$ cat src/rtl/xtea_pkg.sv
`timescale 1ns / 1ps
`default_nettype none
// ----------------------------------------------------------------------------
// XTEA package
// Shared constants, types and helper functions for the XTEA cipher pipeline.
// ----------------------------------------------------------------------------
package xtea_pkg;

	localparam int unsigned ROUND_COUNT = 32;              // 1 .. 64
	localparam int unsigned STAGE_COUNT = 2 * ROUND_COUNT; // one half-round per stage
	localparam int unsigned WORD_W      = 32;
	localparam int unsigned KEY_WORDS   = 4;
	localparam int unsigned KEY_IDX_W   = 2;

	localparam logic [WORD_W-1:0] DELTA = 32'h9E37_79B9;

	localparam logic OP_ENCRYPT = 1'b0;
	localparam logic OP_DECRYPT = 1'b1;

	typedef logic [WORD_W-1:0] word_t;
	typedef logic [KEY_WORDS-1:0][WORD_W-1:0] key_t;

	// one beat as it travels down the pipeline
	typedef struct packed {
		logic  valid;
		logic  op;
		word_t lo;
		word_t hi;
	} stage_t;

	typedef struct packed {
		word_t lo;
		word_t hi;
	} res_t;

	// buffer status towards the pipeline and the output port
	typedef struct packed {
		logic valid;
		logic space;
	} buf_stat_t;

	function automatic word_t mix(input word_t v);
		return ((v << 4) ^ (v >> 5)) + v;
	endfunction

	// running sum used by stage j when encrypting
	function automatic word_t stage_sum_enc(input int unsigned j);
		word_t n;
		n = WORD_W'((j >> 1) + (j & 1));
		return n * DELTA;
	endfunction

	// running sum used by stage j when decrypting
	function automatic word_t stage_sum_dec(input int unsigned j);
		word_t n;
		n = WORD_W'(ROUND_COUNT - (j >> 1) - (j & 1));
		return n * DELTA;
	endfunction

endpackage
`default_nettype wire

$ cat src/rtl/xtea_half_round.sv
`timescale 1ns / 1ps
`default_nettype none
// ----------------------------------------------------------------------------
// XTEA half-round stage
// One Feistel half-round followed by its pipeline register.
// ----------------------------------------------------------------------------
module xtea_half_round (
	input  logic             clk,
	input  logic             arst_n,
	input  logic             en,
	input  xtea_pkg::word_t  sum_enc,
	input  xtea_pkg::word_t  sum_dec,
	input  logic             odd,
	input  xtea_pkg::key_t   key,
	input  xtea_pkg::stage_t din,
	output xtea_pkg::stage_t dout
);
	import xtea_pkg::*;

	logic                 dec;
	logic                 upd_low;
	word_t                sum;
	word_t                src;
	word_t                dst;
	word_t                f;
	word_t                nxt;
	logic [KEY_IDX_W-1:0] ksel;

	logic  valid_s1;
	logic  op_s1;
	word_t lo_s1;
	word_t hi_s1;

	// encrypt: even stages update v0, odd stages v1; decrypt the other way round
	always_comb begin
		dec     = (din.op == OP_DECRYPT);
		upd_low = dec ? odd : ~odd;
		sum     = dec ? sum_dec : sum_enc;
		ksel    = upd_low ? sum[1:0] : sum[12:11];
		src     = upd_low ? din.hi : din.lo;
		dst     = upd_low ? din.lo : din.hi;
		f       = mix(src) ^ (sum + key[ksel]);
		nxt     = dec ? (dst - f) : (dst + f);
	end

	always_ff @(posedge clk or negedge arst_n) begin
		if (!arst_n) begin
			valid_s1 <= 1'b0;
		end else if (en) begin
			valid_s1 <= din.valid;
		end
	end

	always_ff @(posedge clk) begin
		if (en) begin
			op_s1 <= din.op;
			lo_s1 <= upd_low ? nxt : din.lo;
			hi_s1 <= upd_low ? din.hi : nxt;
		end
	end

	assign dout = '{valid: valid_s1, op: op_s1, lo: lo_s1, hi: hi_s1};

endmodule
`default_nettype wire

$ cat config.mk
export PLATFORM = sky130hd
export DESIGN_NAME = xtea_half_round
export DESIGN_NICKNAME = d
export VERILOG_FILES = /design/src/rtl/xtea_pkg.sv /design/src/rtl/xtea_half_round.sv
export SDC_FILE = /design/constraint.sdc
export NUM_CORES = 1
export LEC_CHECK = 0
export BUFFER_PORTS_ARGS = -buffer_cell sky130_fd_sc_hd__buf_2
export CAP_MARGIN = 20
export CORE_MARGIN = 2
export CORE_UTILIZATION = 49
export CTS_CLUSTER_SIZE = 16
export DETAILED_ROUTE_END_ITERATION = 8
export HOLD_SLACK_MARGIN = 0.1
export PLACE_DENSITY = 0.86
export SYNTH_ARGS = -nofsm -noshare
export SYNTH_HDL_FRONTEND = slang
export SYNTH_SLANG_ARGS = --single-unit
$ cat constraint.sdc
create_clock -name clk -period 0.8 [get_ports clk]
set_input_delay 0.24 -clock clk [delete_from_list [all_inputs] [get_ports clk]]
set_output_delay 0.24 -clock clk [all_outputs]
set_load 0.01 [all_outputs]
==> reports/metrics.csv <==
stage,metric,value,unit
sta,endpoints failing setup,130,
grt,initial antenna violation count,1,
detailed_routing,detailed-route via count,14400,
sta,final critical delay including setup and external delays,6.76,ns
placement,detailed placement HPWL,32800,µm
clocking,"buffers from clock root to sink, at most",2,
setup_path,max incr delay on CP,0.51,ns
logic_synthesis,Yosys top cell area share,18.4,%
logic_synthesis,most common cell in the synthesized netlist,nand2_1,
grt,largest net degree at the start of global routing,43,
logic_synthesis,fraction of synthesis flops using an asynchronous set or reset pin,1.52,%
detailed_routing,number of antenna-violating nets in the routed design,0,
clocking,number of clock sinks seen by CTS,66,
detailed_routing,routed length per placed instance,21.3,µm
logic_synthesis,number of flip-flops and latches in the synthesized netlist,66,
detailed_routing,post-route met1 wirelength,17100,µm
detailed_routing,mean number of vias per cell,6.25,
logic_synthesis,Post-Synthesis Net Count,1654,
logic_synthesis,area of the mapped netlist,10600,µm²
setup_path,critical path capture point type,register,
logic_synthesis,YS warnings,0,
logic_synthesis,main area contributors after synthesis,"edfxtp_1 (18%), ha_1 (11%), xnor2_1 (9.4%)",
logic_synthesis,share of synthesized area spent on multiplexers,10.7,%
sta,RSZ-0062 raised after global routing,true,
floorplan,placeable core region,21100,µm²
detailed_routing,Top Metal Used,met4,
setup_path,most frequent cell on the critical path,buf_4,
logic_synthesis,Cells after Synth,1293,
finish,Post-layout nets,2384,
sta,Final WS setup,-5.96,ns
placement,count of input and output buffers,327,
setup_path,kind of cell adding the most delay to the critical path,compound AO/OA/AOI/OAI gates,
detailed_routing,residual DRC count,0,
finish,signed area change from the synthesized netlist to the final layout,60.5,%
sta,fin crit share,845,%
sta,number of endpoints with negative hold slack in the final report,0,
finish,share of cells above drive strength 1,49.4,%
power,Power Density,4600,nW/µm²
clocking,number of levels the H-tree was split into,3,
setup_path,CP Max Fanout,8,
logic_synthesis,"Distinct cells, synth",77,
detailed_routing,wire length on met2,22600,µm
finish,Util after Layout,80.5,%
sta,Setup Skew,0,ns
logic_synthesis,area share of xor/xnor cells in the synthesized design,14.6,%
flow_run,number of max-cap violations,0,
detailed_routing,number of DRC markers in iteration 0,1513,
sta,Worst Max-Slew Pin Slew,0.615,ns
logic_synthesis,"share of synthesized cell area in full adder, half adder and majority cells",11.9,%
power,Max rail drop VDD,2370,µV
setup_path,worst path buffer plus inverter count,8,
logic_synthesis,"Primary FF master, synth",edfxtp_1,
logic_synthesis,compound-gate portion of the synthesized area,22.1,%
setup_path,kind of critical path,in2reg,
placement,gpl congestion,0.930,
detailed_routing,Post-Route WL,49200,µm
logic_synthesis,leading post-synthesis cells by instance count,"nand2_1 (237), xnor2_1 (113), o21ai_0 (110), a21oi_1 (96), ha_1 (96)",
power,Total Power,78200,µW
grt,remaining global-route overflow,0,
floorplan,die width,151,µm
clocking,CTS tree,done,
grt,number of global-route vias before repair,13400,
grt,All-Layer GR Usage,36.4,%
run_status,violated checks,negative setup slack,
floorplan,number of top-level pins,328,
detailed_routing,met3 wire length,5620,µm
run_status,run status,"finished, violations left",
clocking,Skew-Pair Late Insertion Delay,0.34,ns
sta,Peak Freq,148,MHz
setup_path,"slowest stage cell, crit path",xnor3_2,
clocking,root buffer cell,clkbuf_16,
logic_synthesis,combinational family with the most area after synthesis,compound AO/OA/AOI/OAI gates,
clocking,Num CTS Buffers,9,
logic_synthesis,largest area contributor in the netlist,edfxtp_1,
logic_synthesis,number of flops mapped to enable cells by yosys,65,
setup_path,"Arr. time, crit path",6.83,ns
sta,max-slew headroom at the worst pin,58.7,%
setup_path,data required time of the critical path,0.87,ns
setup_path,kind of start point of the critical path,input pin,
clocking,clock slew seen by the registers of the worst setup and hold paths,0.07,ns
power,leakage component of the power,0.00830,µW
floorplan,die extent in y,151,µm
logic_synthesis,sequential share of the synthesized area,18.7,%
sta,number of pins exceeding their max-slew limit in the final report,0,
grt,global-route wire length before repair,65700,µm
detailed_routing,Detailed Routing Iterations Pass 1,8,
logic_synthesis,mean area per synthesized cell,8.18,µm²
floorplan,area of the die,22800,µm²
logic_synthesis,Post-Synth Simple-Gate Area,18.8,%
worst_hold_path,type of the worst min-delay path,in2reg,
floorplan,starting density of the core,50.2,%
floorplan,placement row count,53,
## power by group
part	switching, µW	internal [µW]
logic	35100	31900
registers	450	6450
clock network	1620	2700
total	37100	41000
## cell usage in the layout, fill, tap and decap left out, drive strengths merged, types with 4 or more instances in the layout
| cell | netlist | layout |
|---|---|---|
| a311oi | 4 | 4 |
| o21ai | 116 | 116 |
| and2 | 18 | 18 |
| xnor3 | 6 | 6 |
| edfxtp | 65 | 65 |
| nor4 | 5 | 5 |
| o21bai | 7 | 7 |
| nor2 | 66 | 66 |
| mux4 | 31 | 31 |
| mux2 | 32 | 32 |
| nand4 | 12 | 12 |
| nand2 | 237 | 237 |
| a21oi | 97 | 97 |
| a31oi | 19 | 19 |
| nor3 | 14 | 14 |
| xor2 | 47 | 47 |
| inv | 36 | 36 |
| buf | 8 | 769 |
| clkbuf | 43 | 11 |
| o211ai | 8 | 8 |
| o31ai | 6 | 6 |
| mux2i | 7 | 7 |
| and3 | 17 | 17 |
| xnor2 | 113 | 113 |
| a221o | 4 | 4 |
| nand2b | 16 | 16 |
| nor2b | 8 | 8 |
| a211oi | 9 | 9 |
| a21boi | 9 | 9 |
| nand3 | 22 | 22 |
| o21a | 15 | 15 |
| ha | 96 | 96 |
| o2111ai | 4 | 4 |
| a21o | 45 | 45 |
| nand3b | 4 | 4 |
| a41oi | 4 | 4 |
## sequential cells by signal, summed over array words and instances (netlist names)
signal,flops
hi_s1,32
lo_s1,32
valid_s1,1
op_s1,1
## logic make-up (layout without fill, tap and decap cells)
family                     after synthesis  after routing
AOI/OAI and AO/OA                      373            373
muxes                                   70             70
and+or+nand+nor                        432            432
buffers and inverters                   87            821
DFF                                     66             66
adders and majority gates               99             99
xor gates and xnor gates               166            166
other                                    0              2
## per-layer routing
layer / track usage (%) / vias up
met5: 0 / -
met4: 19.0 / 0
met3: 4.97 / 402
met2: 63.5 / 1264
met1: 43.6 / 6546
li1: - / 6182
## cell type report
class | instances | area, µm²
Multi-Input combinational cell | 1140 | 9140
Fill cell | 1252 | 4110
Tap cell | 275 | 344
Sequential cell | 66 | 1980
Clock buffer | 11 | 233
Clock inverter | 4 | 67.6
Antenna cell | 2 | 5.00
Inverter | 36 | 135
Timing Repair Buffer | 770 | 5080
## path summary, 6_finish.rpt
kind / from / endpoint / slack (ns) / cells past startpoint
min in group asynchronous: arst_n / valid_s1 / 0.22 / 2
worst max register to register: valid_s1 / valid_s1 / 0.05 / 1
worst max-delay path: odd / hi_s1[31] / -5.96 / 34
worst min-delay path: din[65] / valid_s1 / 0.14 / 2
worst min register to register: valid_s1 / valid_s1 / 0.52 / 1
max in group asynchronous: arst_n / valid_s1 / 0.49 / 2
## per-stage QoR
step | hold WS [ns] | worst slack [ns] | area (µm²) | std cells | TNS, ns
3_5_place_dp | 0.0195 | -6.36 | 15500 | 2237 | -329.79
2_1_floorplan | -0.0556 | -5.69 | 10800 | 1293 | -274.67
4_1_cts | 0.154 | -5.43 | 16500 | 2290 | -298.56
5_1_grt | 0.150 | -6.15 | 17000 | 2303 | -332.74
6_report | 0.141 | -5.96 | 17000 | 2304 | -319.65
3_3_place_gp | 0.0138 | -6.00 | 15500 | 2237 | -315.40
## repair_timing
item / in CTS / in global routing
endpoints found under the hold margin: 1 / 0
setup endpoints to repair: 130 / 130
hold buffers: 1 / 0
pin swaps: 68 / 47
buffers inserted: 38 / 13
gates resized for setup: 87 / 83
Power figures use the tool's default switching activity.
