==> config.mk <==
export PLATFORM = sky130hd
export DESIGN_NAME = xtea_out_buf
export DESIGN_NICKNAME = d
export VERILOG_FILES = /design/src/rtl/xtea_pkg.sv /design/src/rtl/xtea_out_buf.sv
export SDC_FILE = /design/constraint.sdc
export NUM_CORES = 1
export LEC_CHECK = 0
export ABC_AREA = 0
export BUFFER_PORTS_ARGS = -buffer_cell sky130_fd_sc_hd__buf_2
export CORE_ASPECT_RATIO = 1.75
export CORE_MARGIN = 2
export CORE_UTILIZATION = 42
export DETAILED_ROUTE_END_ITERATION = 8
export HOLD_SLACK_MARGIN = 0.08
export PLACE_DENSITY_LB_ADDON = 0.05
export SLEW_MARGIN = 20
export SYNTH_ARGS = -nofsm -noshare
export SYNTH_HDL_FRONTEND = slang
export SYNTH_SLANG_ARGS = --single-unit
==> constraint.sdc <==
create_clock -name clk -period 5.8 [get_ports clk]
set_input_delay 1.16 -clock clk [delete_from_list [all_inputs] [get_ports clk]]
set_output_delay 1.16 -clock clk [all_outputs]
set_load 0.01 [all_outputs]
==> src/rtl/xtea_pkg.sv <==
`timescale 1ns / 1ps
`default_nettype none
// ----------------------------------------------------------------------------
// XTEA package
// Shared constants, types and helper functions for the XTEA cipher pipeline.
// ----------------------------------------------------------------------------
package xtea_pkg;

	localparam int unsigned ROUND_COUNT = 32;              // 1 .. 64
	localparam int unsigned STAGE_COUNT = 2 * ROUND_COUNT; // one half-round per stage
	localparam int unsigned WORD_W      = 32;
	localparam int unsigned KEY_WORDS   = 4;
	localparam int unsigned KEY_IDX_W   = 2;

	localparam logic [WORD_W-1:0] DELTA = 32'h9E37_79B9;

	localparam logic OP_ENCRYPT = 1'b0;
	localparam logic OP_DECRYPT = 1'b1;

	typedef logic [WORD_W-1:0] word_t;
	typedef logic [KEY_WORDS-1:0][WORD_W-1:0] key_t;

	// one beat as it travels down the pipeline
	typedef struct packed {
		logic  valid;
		logic  op;
		word_t lo;
		word_t hi;
	} stage_t;

	typedef struct packed {
		word_t lo;
		word_t hi;
	} res_t;

	// buffer status towards the pipeline and the output port
	typedef struct packed {
		logic valid;
		logic space;
	} buf_stat_t;

	function automatic word_t mix(input word_t v);
		return ((v << 4) ^ (v >> 5)) + v;
	endfunction

	// running sum used by stage j when encrypting
	function automatic word_t stage_sum_enc(input int unsigned j);
		word_t n;
		n = WORD_W'((j >> 1) + (j & 1));
		return n * DELTA;
	endfunction

	// running sum used by stage j when decrypting
	function automatic word_t stage_sum_dec(input int unsigned j);
		word_t n;
		n = WORD_W'(ROUND_COUNT - (j >> 1) - (j & 1));
		return n * DELTA;
	endfunction

endpackage
`default_nettype wire

==> src/rtl/xtea_out_buf.sv <==
`timescale 1ns / 1ps
`default_nettype none
// ----------------------------------------------------------------------------
// XTEA output buffer
// Two-entry queue between the pipeline tail and the result port.
// ----------------------------------------------------------------------------
module xtea_out_buf (
	input  logic                clk,
	input  logic                arst_n,
	input  logic                push,
	input  xtea_pkg::res_t      din,
	input  logic                pop,
	output xtea_pkg::res_t      dout,
	output xtea_pkg::buf_stat_t stat
);
	import xtea_pkg::*;

	res_t       ent_q [2];
	logic       wr_ptr_q;
	logic       rd_ptr_q;
	logic [1:0] count_q;

	always_ff @(posedge clk or negedge arst_n) begin
		if (!arst_n) begin
			wr_ptr_q <= 1'b0;
			rd_ptr_q <= 1'b0;
			count_q  <= 2'd0;
		end else begin
			if (push) begin
				wr_ptr_q <= ~wr_ptr_q;
			end
			if (pop) begin
				rd_ptr_q <= ~rd_ptr_q;
			end
			count_q <= count_q + {1'b0, push} - {1'b0, pop};
		end
	end

	always_ff @(posedge clk) begin
		if (push) begin
			ent_q[wr_ptr_q] <= din;
		end
	end

	assign dout       = ent_q[rd_ptr_q];
	assign stat.valid = (count_q != 2'd0);
	// registered only: space follows count_q, with no combinational path from the port's ready
	assign stat.space = (count_q != 2'd2);

endmodule
`default_nettype wire

==> impl_metrics.env, run 1 <==
export IMPL_clk_pin_slew_ns=0.06
export IMPL_combPwrFrac_pct=26.1
export IMPL_worstPathCellList="buf_4 > mux2_4 > buf_2"
export IMPL_synth_xor_area_share_pct=0.822
export IMPL_final_hold_viol_count=0
export IMPL_cts_hold_fix_buffers=0
export IMPL_synth_cells=214
export IMPL_layout_commonest_cell="buf_2"
export IMPL_synth_simple_gate_area_share_pct=0.498
export IMPL_swShare_pct=27.1
export IMPL_syn_area_um2=5020
export IMPL_setup_tns_ns=0
export IMPL_final_nets=432
export IMPL_slew_headroom_pct=40.9
export IMPL_grt_pass1_vias=2608
export IMPL_worst_slew_pin_slew_ns=0.887
export IMPL_start_util_pct=43.1
export IMPL_vias=2474
export IMPL_yosysWarnings=0
export IMPL_irDropWorstVdd_mv=0.267
export IMPL_syn_num_nets=284
export IMPL_antenna_found_initial=2
export IMPL_placementRows=52
export IMPL_core_area_um2=11600
export IMPL_clock_skew_ns=0.0101
export IMPL_clock_sinks=132
export IMPL_h_tree_depth=4
export IMPL_total_power_mw=3.31
export IMPL_power_switching_mw=0.896
export IMPL_met2_usage_pct=24.2
export IMPL_crit_buf_inv=2
export IMPL_slew_viol_final=0
export IMPL_hp_class="reg2reg"
export IMPL_grtUsageMet3_pct=5.83
export IMPL_first_iter_violations=139
export IMPL_port_buffer_count=133
export IMPL_fmax_mhz=283
export IMPL_clkPwrFrac_pct=31.7
export IMPL_avgSynthCellArea_um2=23.5
export IMPL_postCtsSetupRepairBufs=0
export IMPL_globalRouteOverflowTotal=0
export IMPL_min_period_over_period_pct=61.0
export IMPL_place_hpwl_mm=5.63
export IMPL_cp_arrival_ns=2.38
export IMPL_synth_top_family_by_area="multiplexers"
export IMPL_drc=0
export IMPL_worst_path_max_delay_cell="dfrtp_4"
export IMPL_path_class="reg2out"
export IMPL_grt_max_degree=65
export IMPL_synth_distinct_cells=14
export IMPL_yosys_register_bits=132
export IMPL_ctsLongestPathBuffers=2
export IMPL_top_usage_layer="met2"
export IMPL_cts_buffers=17
export IMPL_use_met1_pct=15.0
export IMPL_startpoint_type="register"
export IMPL_wl_per_cell_um=17.3
export IMPL_powerDensity_nw_per_um2=516
export IMPL_period_needed_ns=3.54
export IMPL_leakage_nw=2.59
export IMPL_cap_violations=0
export IMPL_die_h_um=149
export IMPL_cts_tree="done"
export IMPL_cts_resized=0
export IMPL_grt_usage_pct=14.2
export IMPL_cp_end_kind="output port"
export IMPL_cp_top_family="flip-flops"
export IMPL_crit_required_ns=4.64
export IMPL_ioPinCount=134
export IMPL_gp_congestion=0.756
export IMPL_drtPass1Iterations=4
export IMPL_routed_wl_mm=8.86
export IMPL_p_seq_share_pct=42.2
export IMPL_synthAdderAreaFrac_pct=0.498
export IMPL_grt_pass1_wl_mm=13.2
export IMPL_drive_gt1_share_pct=62.1
export IMPL_path_max_fanout=45
export IMPL_die_area_um2=12900
export IMPL_synth_compound_area_share_pct=0
export IMPL_critical_path_max_stage_delay_ns=0.94
export IMPL_fillers=951
export IMPL_rsz0062_at_grt="false"
export IMPL_internal_power_mw=2.42
export IMPL_layout_common_cells="133 x buf_2, 128 x edfxtp_1, 50 x mux2_4"
export IMPL_setup_viol=0
export IMPL_vias_per_cell=4.83
export IMPL_clk_latency_ns=0.40
export IMPL_final_antenna_net_count=0
export IMPL_cts_root_buf="clkbuf_16"
export IMPL_die_x_um=86.7
export IMPL_synth_mux_area_share_pct=18.1
export IMPL_syn2layout_area_growth_pct=27.7
export IMPL_outcome="completed"
export IMPL_ys_seq_area_share_pct=78.5
==> layer usage <==
layer | vias up | wire (µm)
li1 | 1147 | -
met1 | 1220 | 3350
met2 | 95 | 4730
met3 | 12 | 543
met4 | 0 | 229
met5 | - | 0
==> cells in the mapped netlist <==
library cell / n / share of area (%)
and2_1: 1 / 0.12
buf_2: 1 / 0.10
buf_6: 6 / 1.3
dfrtp_1: 4 / 2.0
edfxtp_1: 128 / 77
ha_1: 2 / 0.50
inv_1: 2 / 0.15
mux2_2: 14 / 3.1
mux2_4: 50 / 15
nand2b_1: 1 / 0.12
nor2b_1: 1 / 0.12
or2_2: 1 / 0.12
xor2_1: 2 / 0.35
xor3_1: 1 / 0.47
==> state kept, by name, summed over array words and instances (netlist names) <==
register and cells:
count_q 2, ent_q 128, rd_ptr_q 1, wr_ptr_q 1
==> layout make-up <==
class / instances / area, µm² / share of cell area, %
Clock buffer: 18 / 429 / 6.69
Inverter: 2 / 7.51 / 0.117
Sequential cell: 132 / 3950 / 61.5
Multi-Input combinational cell: 73 / 1010 / 15.7
Antenna cell: 2 / 5.00 / 0.0780
Timing Repair Buffer: 136 / 688 / 10.7
Clock inverter: 14 / 163 / 2.53
Tap cell: 135 / 169 / 2.63
==> power by group through the flow <==
stage,sequential [mW],combinational [mW],clock [mW]
CTS,1.40,0.886,1.08
global route,1.42,0.931,1.11
detailed placement,1.42,0.884,0
finish,1.40,0.864,1.05
global placement,1.41,0.883,0
floorplan,1.34,0.680,0
==> through the flow <==
step           hold WS (ns)  util (%)  setup WS [ns]  cell area [µm²]  instances
6_report              0.541      55.1           2.26             6420        512
3_5_place_dp          0.527      50.0           2.63             5820        478
2_1_floorplan         0.455         -           1.33             5020        214
3_3_place_gp          0.523      50.0           2.63             5820        478
4_1_cts               0.539      55.1           2.18             6410        510
5_1_grt               0.542      55.1           2.14             6420        512
==> final timing paths <==
| path | start | end | slack (ns) | cells after the start |
|---|---|---|---|---|
| worst max-delay path | rd_ptr_q | dout[41] | 2.26 | 3 |
| worst min-delay path | wr_ptr_q | wr_ptr_q | 0.54 | 1 |
| worst max register to register | wr_ptr_q | ent_q[1][12] | 3.81 | 2 |
| worst min register to register | wr_ptr_q | wr_ptr_q | 0.54 | 1 |
| max in group asynchronous | arst_n | rd_ptr_q | 5.10 | 1 |
| min in group asynchronous | arst_n | wr_ptr_q | 0.56 | 1 |
==> cell families (layout without fill, tap and decap cells) <==
logic type,after synthesis,after routing
buffers and inverters,9,170
adder cells (fa/ha/maj),2,2
XOR/XNOR,3,3
other,0,2
multiplexers,64,64
flip-flops,132,132
AND/OR/NAND/NOR,4,4
==> worst register-to-register path: cells and delay by family, from the launching register on <==
family,cells,cell delay [ns]
buffers and inverters,1,0.61
AND/OR/NAND/NOR,1,0.57
flip-flops,1,0.41
Note: power is estimated with default switching activity, not from simulation.
==> run 2, diff against run 1 <==
==> constraint.sdc (replaced) <==
create_clock -name clk -period 3 [get_ports clk]
set_input_delay 0.6 -clock clk [delete_from_list [all_inputs] [get_ports clk]]
set_output_delay 0.6 -clock clk [all_outputs]
set_load 0.01 [all_outputs]
==> impl_metrics.env, run 2 (same netlist as run 1, synthesis figures left out) <==
export IMPL_cp_arrival_ns=2.15
export IMPL_grt_max_degree=65
export IMPL_hp_class="in2reg"
export IMPL_ctsLongestPathBuffers=2
export IMPL_die_area_um2=12900
export IMPL_crit_required_ns=2.40
export IMPL_p_seq_share_pct=42.3
export IMPL_startpoint_type="register"
export IMPL_grt_pass1_vias=2642
export IMPL_instances_no_fill=513
export IMPL_path_max_fanout=43
export IMPL_irDropWorstVdd_mv=0.701
export IMPL_setup_viol=0
export IMPL_die_x_um=86.7
export IMPL_rsz0062_at_grt="false"
export IMPL_regMostFlops="ent_q"
export IMPL_final_hold_viol_count=0
export IMPL_fmax_mhz=363
export IMPL_placementRows=52
export IMPL_h_tree_depth=4
export IMPL_largest_register_ffs=128
export IMPL_fillers=931
export IMPL_outcome="completed"
export IMPL_clock_skew_ns=0.00804
export IMPL_clk_pin_slew_ns=0.06
export IMPL_final_nets=435
export IMPL_worst_slew_pin_slew_ns=0.771
export IMPL_top_usage_layer="met2"
export IMPL_first_iter_violations=194
export IMPL_total_power_mw=6.38
export IMPL_globalRouteOverflowTotal=0
export IMPL_gp_congestion=0.689
export IMPL_ioPinCount=134
export IMPL_cts_buffers=17
export IMPL_port_buffer_count=133
export IMPL_combPwrFrac_pct=26.6
export IMPL_min_period_over_period_pct=91.8
export IMPL_core_area_um2=11600
export IMPL_final_antenna_net_count=0
export IMPL_setup_tns_ns=0
export IMPL_drive_gt1_share_pct=61.4
export IMPL_antenna_found_initial=0
export IMPL_leakage_nw=2.61
export IMPL_grt_pass1_wl_mm=13.3
export IMPL_layout_commonest_cell="buf_2"
export IMPL_swShare_pct=26.4
export IMPL_slew_viol_final=0
export IMPL_reg_top3="ent_q x128, count_q x2"
export IMPL_powerDensity_nw_per_um2=990
export IMPL_placed_area_um2=5860
export IMPL_cp_end_kind="output port"
export IMPL_syn2layout_area_growth_pct=28.3
export IMPL_period_needed_ns=2.75
export IMPL_layout_common_cells="133 x buf_2, 128 x edfxtp_1, 50 x mux2_4"
export IMPL_cap_violations=0
export IMPL_slew_headroom_pct=48.6
export IMPL_place_inst=480
export IMPL_grt_usage_pct=14.1
export IMPL_rrSetupSlack_ns=1.71
export IMPL_stdcell_area_um2=6450
export IMPL_start_util_pct=43.1
export IMPL_drtPass1Iterations=4
export IMPL_met2_usage_pct=24.2
export IMPL_cts_tree="done"
export IMPL_power_switching_mw=1.69
export IMPL_wl_per_cell_um=17.1
export IMPL_vias_per_cell=4.88
export IMPL_routed_wl_mm=8.79
export IMPL_cts_root_buf="clkbuf_16"
export IMPL_vias=2504
export IMPL_drc=0
export IMPL_use_met1_pct=14.9
export IMPL_cts_resized=0
export IMPL_grtUsageMet3_pct=6.33
export IMPL_die_h_um=149
export IMPL_clock_sinks=132
export IMPL_clkPwrFrac_pct=31.2
export IMPL_internal_power_mw=4.70
export IMPL_clk_latency_ns=0.40
export IMPL_path_class="reg2out"
export IMPL_n_antenna_cell=0
export IMPL_place_hpwl_mm=5.63
## run 2: changes by cell type in the layout (fill, tap and decap cells not counted), sizes merged
| cell | before | now |
|---|---|---|
| diode | 2 | 0 |
| buf | 136 | 138 |
| clkinvlp | 5 | 3 |
| clkinv | 6 | 5 |
| clkbuf | 18 | 21 |
| dlygate4sd3 | 0 | 1 |
## run 2: repair_timing
action	4_1_cts	5_1_grt
buffers inserted	0	0
endpoints found under the hold margin	4	0
hold buffers	1	0
## run 2: stage by stage
stage	hold slack (ns)	worst slack [ns]	utilization [%]
after detailed placement	0.415	0.643	50.3
after CTS	0.364	0.209	55.4
after floorplan	0.304	0.289	-
final	0.384	0.245	55.4
after global placement	0.411	0.662	50.3
after global routing	0.367	0.149	55.4
## run 2: final cells by class
cell class              instances  area, µm²  area share [%]
flip-flops and latches        132       3950            61.2
multi-input cells              73       1010            15.6
repair buffers                139        738            11.5
clock buffers                  21        440            6.83
well taps                     135        169            2.62
clock inverters                11        135            2.10
inverters                       2       7.51           0.116
## run 2: worst max-delay path: stages (launching register included)
cell and delay [ns]:
dfrtp_4 0.94, buf_4 0.36, mux2_4 0.32, buf_2 0.14
## run 2: worst paths after layout
kind | to | start | cells after the start
setup / recovery | dout[21] | rd_ptr_q | 3
hold / removal | ent_q[0][55] | din[55] | 1
setup reg to reg | ent_q[1][2] | wr_ptr_q | 2
hold reg to reg | wr_ptr_q | wr_ptr_q | 1
max in group asynchronous | rd_ptr_q | arst_n | 2
min in group asynchronous | count_q[0] | arst_n | 2
## run 2: power groups by stage
stage	logic, mW	registers, mW	clock network (mW)
2_1_floorplan	1.32	2.57	0
3_3_place_gp	1.73	2.73	0
3_5_place_dp	1.73	2.74	0
6_report	1.70	2.70	1.99
5_1_grt	1.83	2.74	2.11
4_1_cts	1.74	2.71	2.04
## run 2: routing by layer
metal | wire length [µm] | vias up
li1 | - | 1147
met1 | 3400 | 1256
met2 | 4710 | 93
met3 | 581 | 8
met4 | 95 | 0
met5 | 0 | -
